`config.mk`:
```
export PLATFORM = sky130hd
export DESIGN_NAME = delayed_adsr_envelope_top
export DESIGN_NICKNAME = d
export VERILOG_FILES = /design/src/hw/rtl/dadsr_pkg.sv /design/src/hw/rtl/delayed_adsr_envelope_top.sv /design/src/hw/rtl/dadsr_ram.sv
export SDC_FILE = /design/constraint.sdc
export NUM_CORES = 2
export LEC_CHECK = 0
export BUFFER_PORTS_ARGS = -buffer_cell sky130_fd_sc_hd__buf_2
export CAP_MARGIN = 5
export CORE_ASPECT_RATIO = 1.25
export CORE_MARGIN = 2
export CORE_UTILIZATION = 50
export CTS_CLUSTER_DIAMETER = 60
export CTS_CLUSTER_SIZE = 28
export DETAILED_ROUTE_END_ITERATION = 6
export GPL_ROUTABILITY_DRIVEN = 0
export GPL_TIMING_DRIVEN = 0
export PLACE_DENSITY = 0.64
export SLEW_MARGIN = 20
export SYNTH_ARGS = -nofsm -noshare
export SYNTH_HDL_FRONTEND = slang
export SYNTH_SLANG_ARGS = --single-unit
```
`constraint.sdc`:
```
create_clock -name clk -period 16.25 [get_ports clk]
set_input_delay 0 -clock clk [delete_from_list [all_inputs] [get_ports clk]]
set_output_delay 0 -clock clk [all_outputs]
set_load 0.01 [all_outputs]
```
`src/hw/rtl/dadsr_pkg.sv`:
```
`default_nettype none
package dadsr_pkg;

	localparam int CMD_W     = 2;
	localparam int TRK_W     = 4;
	localparam int NOTE_W    = 7;
	localparam int LVL_W     = 25;
	localparam int STG_W     = 3;
	localparam int DLY_W     = 18;
	localparam int CFG_IDX_W = 3;
	localparam int CFG_W     = 25;

	localparam logic [LVL_W-1:0]  ONE_Q24       = 25'd16777216;
	localparam logic [LVL_W-1:0]  ATTACK_DONE   = 25'd16775539;
	localparam logic [LVL_W-1:0]  DECAY_TOL     = 25'd8388;
	localparam logic [LVL_W-1:0]  RELEASE_FLOOR = 25'd1677;
	localparam logic [NOTE_W-1:0] REF_NOTE      = 7'd60;

	typedef enum logic [CMD_W-1:0] {
		CMD_TICK     = 2'd0,
		CMD_NOTE_ON  = 2'd1,
		CMD_NOTE_OFF = 2'd2,
		CMD_ALL_OFF  = 2'd3
	} cmd_t;

	typedef enum logic [STG_W-1:0] {
		ST_IDLE    = 3'd0,
		ST_DELAY   = 3'd1,
		ST_ATTACK  = 3'd2,
		ST_DECAY   = 3'd3,
		ST_SUSTAIN = 3'd4,
		ST_RELEASE = 3'd5
	} stage_t;

	typedef enum logic [CFG_IDX_W-1:0] {
		CFG_ATTACK_STEP  = 3'd0,
		CFG_DECAY_STEP   = 3'd1,
		CFG_RELEASE_STEP = 3'd2,
		CFG_SUSTAIN      = 3'd3,
		CFG_DELAY        = 3'd4,
		CFG_RETRIG_ZERO  = 3'd5
	} cfg_idx_t;

	typedef struct packed {
		stage_t              stage;
		logic [LVL_W-1:0]    level;
		logic [DLY_W-1:0]    dly;
		logic                held;
		logic [NOTE_W-1:0]   hnote;
	} trk_state_t;

	localparam trk_state_t TRK_RESET = '{
		stage: ST_IDLE,
		level: '0,
		dly:   '0,
		held:  1'b0,
		hnote: REF_NOTE
	};

endpackage
`default_nettype wire

```
`src/hw/rtl/delayed_adsr_envelope_top.sv`:
```
// Per-track linear envelope generator (delay, attack, decay, sustain, release).
// One transaction is accepted every clock cycle when the result side keeps up;
// each transaction passes the input stage and the result register: the accepting
// edge also reads the track's state from a RAM (one entry per track), and the
// input stage then computes the next state in one pass, writes it back and
// registers the result once the result side can take it.
// Back-to-back transactions on the same track are forwarded around the RAM.
// Per-track valid bits cleared by reset make every track start idle at level
// zero with no clearing pass. The user writes settings through cfg_we/cfg_idx/
// cfg_wdata only with no transaction in flight; the block does not enforce it.
`default_nettype none
module delayed_adsr_envelope_top #(
	parameter int TRACKS = 16
) (
	input  wire                           clk,
	input  wire                           arst_n,
	input  wire                           cfg_we,
	input  wire  [dadsr_pkg::CFG_IDX_W-1:0] cfg_idx,
	input  wire  [dadsr_pkg::CFG_W-1:0]   cfg_wdata,
	input  wire                           in_valid,
	output logic                          in_ready,
	input  wire  [dadsr_pkg::CMD_W-1:0]   cmd,
	input  wire  [dadsr_pkg::TRK_W-1:0]   track,
	input  wire  [dadsr_pkg::NOTE_W-1:0]  note,
	output logic                          out_valid,
	input  wire                           out_ready,
	output logic [dadsr_pkg::LVL_W-1:0]   level,
	output logic [dadsr_pkg::STG_W-1:0]   stage
);

	import dadsr_pkg::*;

	localparam int IW = (TRACKS > 1) ? $clog2(TRACKS) : 1;
	localparam int TW = (IW > TRK_W) ? IW : TRK_W;
	localparam int SW = $bits(trk_state_t);

	function automatic logic [LVL_W-1:0] move_toward(input logic [LVL_W-1:0] cur,
			input logic [LVL_W-1:0] tgt, input logic [LVL_W-1:0] step);
		logic [LVL_W:0]   sum;
		logic [LVL_W-1:0] diff;
		sum = {1'b0, cur} + {1'b0, step};
		diff = cur - tgt;
		if (cur < tgt) begin
			move_toward = (sum > {1'b0, tgt}) ? tgt : sum[LVL_W-1:0];
		end else if (diff <= step) begin
			move_toward = tgt;
		end else begin
			move_toward = cur - step;
		end
	endfunction

	// configuration
	logic [LVL_W-1:0] attack_step_q, decay_step_q, release_step_q, sustain_q;
	logic [DLY_W-1:0] delay_q;
	logic             retrig_zero_q;

	always_ff @(posedge clk or negedge arst_n) begin
		if (!arst_n) begin
			attack_step_q  <= 25'd34953;
			decay_step_q   <= 25'd3495;
			release_step_q <= 25'd3495;
			sustain_q      <= ONE_Q24;
			delay_q        <= '0;
			retrig_zero_q  <= 1'b1;
		end else if (cfg_we) begin
			case (cfg_idx_t'(cfg_idx))
				CFG_ATTACK_STEP:  attack_step_q  <= cfg_wdata[LVL_W-1:0];
				CFG_DECAY_STEP:   decay_step_q   <= cfg_wdata[LVL_W-1:0];
				CFG_RELEASE_STEP: release_step_q <= cfg_wdata[LVL_W-1:0];
				CFG_SUSTAIN:      sustain_q      <= cfg_wdata[LVL_W-1:0];
				CFG_DELAY:        delay_q        <= cfg_wdata[DLY_W-1:0];
				CFG_RETRIG_ZERO:  retrig_zero_q  <= cfg_wdata[0];
				default: ;
			endcase
		end
	end

	// input stage
	logic              v_s1, inr_s1, byp_s1;
	cmd_t              cmd_s1;
	logic [IW-1:0]     idx_s1;
	logic [NOTE_W-1:0] note_s1;
	trk_state_t        bypd_s1;

	logic              out_valid_q;
	logic [LVL_W-1:0]  level_q;
	logic [STG_W-1:0]  stage_q;
	logic [TRACKS-1:0] vld_q;

	logic              adv, accept, wr_en, in_range;
	logic [TW-1:0]     trk_ext;
	logic [IW-1:0]     in_idx;
	logic [SW-1:0]     rd_word;
	trk_state_t        cur, nxt;
	logic [LVL_W-1:0]  sus, lv, lvl_gap;
	logic [DLY_W-1:0]  dl;

	assign adv      = v_s1 && (!out_valid_q || out_ready);
	assign in_ready = !v_s1 || adv;
	assign accept   = in_valid && in_ready;
	assign wr_en    = adv && inr_s1;
	assign trk_ext  = TW'(track);
	assign in_idx   = trk_ext[IW-1:0];
	assign in_range = 32'(track) < 32'(TRACKS);

	always_ff @(posedge clk or negedge arst_n) begin
		if (!arst_n) begin
			v_s1 <= 1'b0;
		end else if (in_ready) begin
			v_s1 <= in_valid;
		end
	end

	always_ff @(posedge clk) begin
		if (accept) begin
			cmd_s1  <= cmd_t'(cmd);
			idx_s1  <= in_idx;
			note_s1 <= note;
			inr_s1  <= in_range;
			byp_s1  <= wr_en && (idx_s1 == in_idx);
			bypd_s1 <= nxt;
		end
	end

	dadsr_ram #(
		.WIDTH(SW),
		.DEPTH(TRACKS)
	) u_state_ram (
		.clk   (clk),
		.we    (wr_en),
		.waddr (idx_s1),
		.wdata (nxt),
		.re    (accept),
		.raddr (in_idx),
		.rdata (rd_word)
	);

	always_ff @(posedge clk or negedge arst_n) begin
		if (!arst_n) begin
			vld_q <= '0;
		end else if (wr_en) begin
			vld_q[idx_s1] <= 1'b1;
		end
	end

	// next track state
	always_comb begin
		if (byp_s1) begin
			cur = bypd_s1;
		end else if (vld_q[idx_s1]) begin
			cur = trk_state_t'(rd_word);
		end else begin
			cur = TRK_RESET;
		end
		sus     = (sustain_q > ONE_Q24) ? ONE_Q24 : sustain_q;
		nxt     = cur;
		lv      = '0;
		lvl_gap = '0;
		dl      = '0;
		case (cmd_s1)
			CMD_TICK: begin
				case (cur.stage)
					ST_DELAY: begin
						dl = (cur.dly != '0) ? cur.dly - 1'b1 : cur.dly;
						nxt.dly = dl;
						if (dl == '0) begin
							nxt.stage = ST_ATTACK;
						end
					end
					ST_ATTACK: begin
						lv = move_toward(cur.level, ONE_Q24, attack_step_q);
						if (lv >= ATTACK_DONE) begin
							lv = ONE_Q24;
							nxt.stage = ST_DECAY;
						end
						nxt.level = lv;
					end
					ST_DECAY: begin
						lv = move_toward(cur.level, sus, decay_step_q);
						lvl_gap = (lv >= sus) ? lv - sus : sus - lv;
						if (lvl_gap <= DECAY_TOL) begin
							lv = sus;
							nxt.stage = ST_SUSTAIN;
						end
						nxt.level = lv;
					end
					ST_SUSTAIN: begin
						nxt.level = sus;
					end
					ST_RELEASE: begin
						lv = move_toward(cur.level, '0, release_step_q);
						if (lv <= RELEASE_FLOOR) begin
							lv = '0;
							nxt.stage = ST_IDLE;
						end
						nxt.level = lv;
					end
					default: begin
						nxt.level = '0;
					end
				endcase
			end
			CMD_NOTE_ON: begin
				nxt.hnote = note_s1;
				nxt.held  = 1'b1;
				if (retrig_zero_q) begin
					nxt.level = '0;
				end
				nxt.dly   = delay_q;
				nxt.stage = (delay_q != '0) ? ST_DELAY : ST_ATTACK;
			end
			CMD_NOTE_OFF: begin
				if (cur.held && (cur.hnote == note_s1)) begin
					nxt.held  = 1'b0;
					nxt.stage = ST_RELEASE;
				end
			end
			default: begin
				nxt = TRK_RESET;
			end
		endcase
	end

	// result register
	always_ff @(posedge clk or negedge arst_n) begin
		if (!arst_n) begin
			out_valid_q <= 1'b0;
		end else if (adv) begin
			out_valid_q <= 1'b1;
		end else if (out_ready) begin
			out_valid_q <= 1'b0;
		end
	end

	always_ff @(posedge clk) begin
		if (adv) begin
			level_q <= inr_s1 ? nxt.level : '0;
			stage_q <= inr_s1 ? nxt.stage : ST_IDLE;
		end
	end

	assign out_valid = out_valid_q;
	assign level     = level_q;
	assign stage     = stage_q;

	a_accept_fills_s1: assert property (@(posedge clk) disable iff (!arst_n)
		accept |=> v_s1)
		else $error("accepted transaction did not reach the input stage");

	a_level_bound: assert property (@(posedge clk) disable iff (!arst_n)
		out_valid_q |-> level_q <= ONE_Q24)
		else $error("result level above full scale");

	a_stage_code: assert property (@(posedge clk) disable iff (!arst_n)
		out_valid_q |-> stage_q <= ST_RELEASE)
		else $error("result stage code out of range");

	a_no_write_while_held: assert property (@(posedge clk) disable iff (!arst_n)
		(v_s1 && !adv) |=> v_s1 && $stable(idx_s1) && $stable(vld_q))
		else $error("state changed while the input stage was stalled");

endmodule
`default_nettype wire

```
`src/hw/rtl/dadsr_ram.sv`:
```
`default_nettype none
module dadsr_ram #(
	parameter int WIDTH = 8,
	parameter int DEPTH = 16
) (
	input  wire                                    clk,
	input  wire                                    we,
	input  wire  [(DEPTH > 1 ? $clog2(DEPTH) : 1)-1:0] waddr,
	input  wire  [WIDTH-1:0]                       wdata,
	input  wire                                    re,
	input  wire  [(DEPTH > 1 ? $clog2(DEPTH) : 1)-1:0] raddr,
	output logic [WIDTH-1:0]                       rdata
);

	logic [WIDTH-1:0] mem [DEPTH];

	always_ff @(posedge clk) begin
		if (we) begin
			mem[waddr] <= wdata;
		end
		if (re) begin
			rdata <= mem[raddr];
		end
	end

endmodule
`default_nettype wire

```
* Word level (Yosys, flattened, before mapping) *
Memories as Yosys holds them, arrays and structs flattened. A register that Yosys moved wholly into a read port is not among the register bits.
Cells that the tools add are included.

cells by class
  add/subtract/negate cells = 11
  $mul = 0
  div/mod/pow operators = 0
  $lt $le $gt $ge = 16
  equal/unequal tests = 14
  shift-type cells = 0
  mux-type cells = 46
  bitwise logic cells = 1
  reductions and logical operators = 22

operators by type and width
  kind                      count
  $mux W25                  21
  $sub A25 B25 Y25          6
  $pmux W43 S3              1
  $pmux W25 S5              1
  $mux W54                  2
  $add A25 B25 Y26          3
  $le A25 B25 Y1            3
  $mux W18                  2
  $reduce_bool A18 Y1       2
  $gt A26 B1 Y1 const B     1
  $gt A26 B25 Y1            1
  $gt A26 B25 Y1 const B    1
  $ge A25 B24 Y1 const B    1
  $ge A25 B25 Y1            1
  $gt A25 B25 Y1 const B    1
  $le A25 B11 Y1 const B    1
  $le A25 B14 Y1 const B    1
  $lt A25 B1 Y1 const B     1
  $lt A25 B25 Y1            1
  $lt A25 B25 Y1 const B    1
  $sub A25 B25 Y25 const B  1
  $logic_not A18 Y1         1
  $sub A18 B1 Y18 const B   1
  $or A16 B16 Y16           1
  other kinds (26)          54

word-level totals
  flip-flop bits (word level) = 233
  bits in latches = 0
  RAM bits = 864
  ROM bits = 0
  bits of input ports = 46
  output and inout bits = 30
  logic and storage cells = 131
  memories kept = 1

memories
  name             words  width  read ports  clocked after Yosys merged registers in  write ports  RTL line         text
  u_state_ram.mem  16     54     1           1                                        1            dadsr_ram.sv:15  logic [WIDTH-1:0] mem [DEPTH];

* Logic depth before layout (Yosys ltp) *
  word-level depth = 16
  gate-level depth with buffers = 54
  depth with buffers taken out = 45

* Hierarchy *
Synthesis repeated with hierarchy kept, for this count alone.

second synthesis, totals
  cells, all modules = 4526
  area, all modules = 59002.8 um^2

modules (own cells, without submodules)
  module                     times used  cells an instance  area each (um^2)  seq. area each (um^2)
  dadsr_ram                  1           1394               33976.3           27566.4
  delayed_adsr_envelope_top  1           3132               25026.5           6339.8

* Worst setup path before layout *
No wires, ideal clock.

  kind = reg-to-reg
  from = reg idx_s1[3]
  to = reg bypd_s1[30] in the netlist's numbering, data pin
  arrival = 12.576 ns
  data required time = 15.937 ns
  path slack = 3.361 ns
  cell stages (with the launch flop) = 53
  cell sequence = edfxtp_1 buf_1 mux4_2 mux4_2 clkbuf_1 clkbuf_1 clkbuf_1 buf_1 nand2_1 o21ai_0 inv_1 fa_1 nor2_1 nor4_1 o31ai_1 a221oi_1 o21ai_0 a211oi_1 [17 not listed] ha_1 clkbuf_1 nand4_1 or4b_1 o31a_1 o211a_1 buf_2 nand2_1 buf_2 nor2_1 a2111oi_0 a211oi_1 o41ai_2 nand3_1 nand2b_1 buf_2 a221oi_1 o221ai_1

RTL lines
  what                    RTL line                          text
  start, declared         delayed_adsr_envelope_top.sv:81   logic [IW-1:0] idx_s1;
  start signal, assigned  delayed_adsr_envelope_top.sv:117  idx_s1 <= in_idx;
  end signal, assigned    delayed_adsr_envelope_top.sv:121  bypd_s1 <= nxt;
  end, declared           delayed_adsr_envelope_top.sv:83   trk_state_t bypd_s1;

==> impl_results.md <==
* Outcome: finished, final reports clean
* Largest net degree at the start of global routing at 82
* Fmax at 63.89 MHz
* Final Total Pwr at 11.27 mW
* Reg2Reg Setup Slack at 600 ps
* Max-slew violations at 0
* Crit path kind: register to register
* Synthesis Warnings at 0
* Diode count at 0
* Cell count after synthesis at 4,419
* Final #Nets at 5,094
* Worst setup EP type: register
* Switching share of total power at 0.4263
* Clock sinks at 1,151
* Max-cap violation count at 0
* DRT iter0 DRCs at 4,746
* Reg2Reg Depth at 51
* Share of cells above drive strength 1 at 0.1914
* Core ar. at 116,700 µm²
* Grt ovf at 0
* Worst Path Required at 16,750 ps
* # DRC at 0
* Share of the synthesized area in the top cell type at 0.5168
* Clock Tree Root: clkbuf_16
* I/O Pins at 76
* Mapped Nets at 4,721
* First-pass GRT wire length at 271,100 µm
* CTS tree: yes
* Gr usage total at 0.3071
* Worst slew pin tran at 1177 ps
* Max incr delay on CP at 670 ps
* Vias at 41,390
* Yosys reg bits at 1,151
* Post-synth EDFFs at 1,014
* Final TNS setup at 0 ps
* Synth Area per Inst at 13.33 µm²
* Initial Util at 0.5050
* Vias per inst at 6.442
* Power share of the combinational group at 0.473
* Area leader, netlist: edfxtp_1
* Worst Path Max Fanout at 17
* Top cells by count, synth: edfxtp_1, nand2_1, mux4_2
* Antenna violations before repair at 9
* Share of power burned in registers at 0.315
* Cell Int Power at 6.466 mW
* Seq/Total Area, Yosys at 0.5755
* Leakage at 24.32 nW
* Rel. slew slack at 0.2153
* Final setup vio count at 0
* Critical Path Start Type: register
* WL/cell at 28.92 µm
* Die W at 311.0 µm
* Clock power frac at 0.212
* Synth top area cells: edfxtp_1, mux4_2, ha_1
* CP max stage cell: a221oi_1
* Power Dens Cells at 166.0 nW/µm²
* NetSw at 4.804 mW
* Clock Path Buffers at 3
* Fin crit period at 15,650 ps
* WHS Path Cells at 4
* Final WL at 185,800 µm
* Num rows at 140
* Antenna viol nets, final at 0
* Clock skew at 70.11 ps
* Vias in the first global route at 40,790
* DRT Pass-1 Iters at 7
* Final Cycle Share at 0.9631
* Most common cell in the netlist: edfxtp_1
* Top FF cell, synth: edfxtp_1
* Post-synth ARST share at 0.1190
* Endpoints failing hold at 0
* Arr. time, crit path at 16,150 ps
* Netlist cell types at 91
* Latest clock arrival within the worst-skew pair at 770 ps
* Port bufs at 75
* # H-tree levels at 3
* Synthesized area at 58,920 µm²
* Worst Hold Class: input pin to register
* Die area at 120,600 µm²
* CTS buffer count at 83
* CTS clk-pin slew, worst paths at 110 ps
* Max IR drop VDD at 126.5 µV
* Die height at 387.8 µm
* Detailed Place HPWL at 138,700 µm
* Layout area overhead at 15.23%
==> layout by cell type, fill, tap and decap left out, types with 59 or more instances in the layout <==
cell type         n
edfxtp_1       1014
nand2_1         348
mux4_2          275
ha_1            250
a21oi_1         247
nor2_1          243
o21ai_0         230
inv_1           222
clkbuf_1        133
dfrtp_1         114
buf_2            93
xnor2_1          87
clkbuf_16        84
nor3_1           77
dlygate4sd3_1    64
buf_4            62
a21o_1           59
==> power by group through the flow <==
| stage | Clock, mW | Combinational (mW) | Sequential (mW) |
|---|---|---|---|
| final | 2.39 | 5.33 | 3.55 |
| after floorplan | 0 | 3.48 | 3.59 |
| after global routing | 2.52 | 5.74 | 3.56 |
| after global placement | 0 | 4.91 | 3.63 |
| after detailed placement | 0 | 5.04 | 3.61 |
| after CTS | 2.42 | 5.17 | 3.54 |
==> cell type report <==
cell class,instances,area (µm²)
well taps,1562,1954
repair buffers,290,3256
flip-flops and latches,1151,33910
fillers,9264,48770
clock buffers,86,2130
inverters,223,837.1
clock inverters,70,1081
plain buffers,200,834.6
multi-input cells,2843,23890
==> registers in the layout, summed over array words and instances, names as in the netlist <==
signal / count
attack_step_q: 25
byp_s1: 1
bypd_s1: 54
cmd_s1: 2
decay_step_q: 25
delay_q: 18
idx_s1: 4
level: 25
note_s1: 7
out_valid: 1
release_step_q: 25
retrig_zero_q: 1
stage: 3
sustain_q: 25
u_state_ram.mem: 864
u_state_ram.rdata: 54
v_s1: 1
vld_q: 16
==> worst max-delay path: cells and delay by family, from the launching register on <==
family	cells	cell delay, ps
compound gates	20	6060
buf+inv	13	3490
simple gates	12	3200
mux	2	1190
fa+ha+maj	3	720
flops	1	350
xor+xnor	1	300
==> final timing paths <==
| kind | start | endpoint |
|---|---|---|
| max in group asynchronous | arst_n | attack_step_q[7] |
| worst min register to register | vld_q[15] | vld_q[15] |
| min in group asynchronous | arst_n | decay_step_q[20] |
| worst min-delay path | out_ready | out_valid |
| worst max-delay path | idx_s1[1] | u_state_ram.mem[3][38] |
| worst max register to register | idx_s1[1] | u_state_ram.mem[3][38] |
==> stage by stage <==
stage               worst slack (ps)  hold slack [ps]    util  std cells  area [µm²]
detailed placement             -2202            46.95  0.5472       6200       63840
finish                         598.9            68.31  0.5819       6425       67890
global placement               -3939            179.4  0.5250       6056       61250
CTS                            1.670            34.25  0.5809       6422       67770
floorplan                       3361           -295.6       -       4419       58920
global route                  -34.58            116.7  0.5819       6425       67890
==> kinds of logic (layout without fill, tap and decap cells) <==
logic type	Yosys count	count (layout)	share of synthesized area
simple gates	1082	1082	0.08843
xor+xnor	116	116	0.01724
buf+inv	425	869	0.02780
flops	1151	1151	0.5755
fa+ha+maj	256	256	0.05513
compound gates	1034	1034	0.1160
mux	355	355	0.1199
==> routing by layer <==
layer	global-route usage	routed length [µm]
met3	0.04342	12980
met4	0.2075	14760
met2	0.5202	91090
met5	0	9
met1	0.3652	66980
==> what timing repair did <==
action                                  CTS  global route
setup buffers                             2             4
endpoints found under the setup margin  504           504
gates resized for setup                  23            22
hold endpoints to repair                284             0
pin swaps                                 1             1
hold buffers                             64             0
No activity file was read; power rests on OpenSTA's default activity.
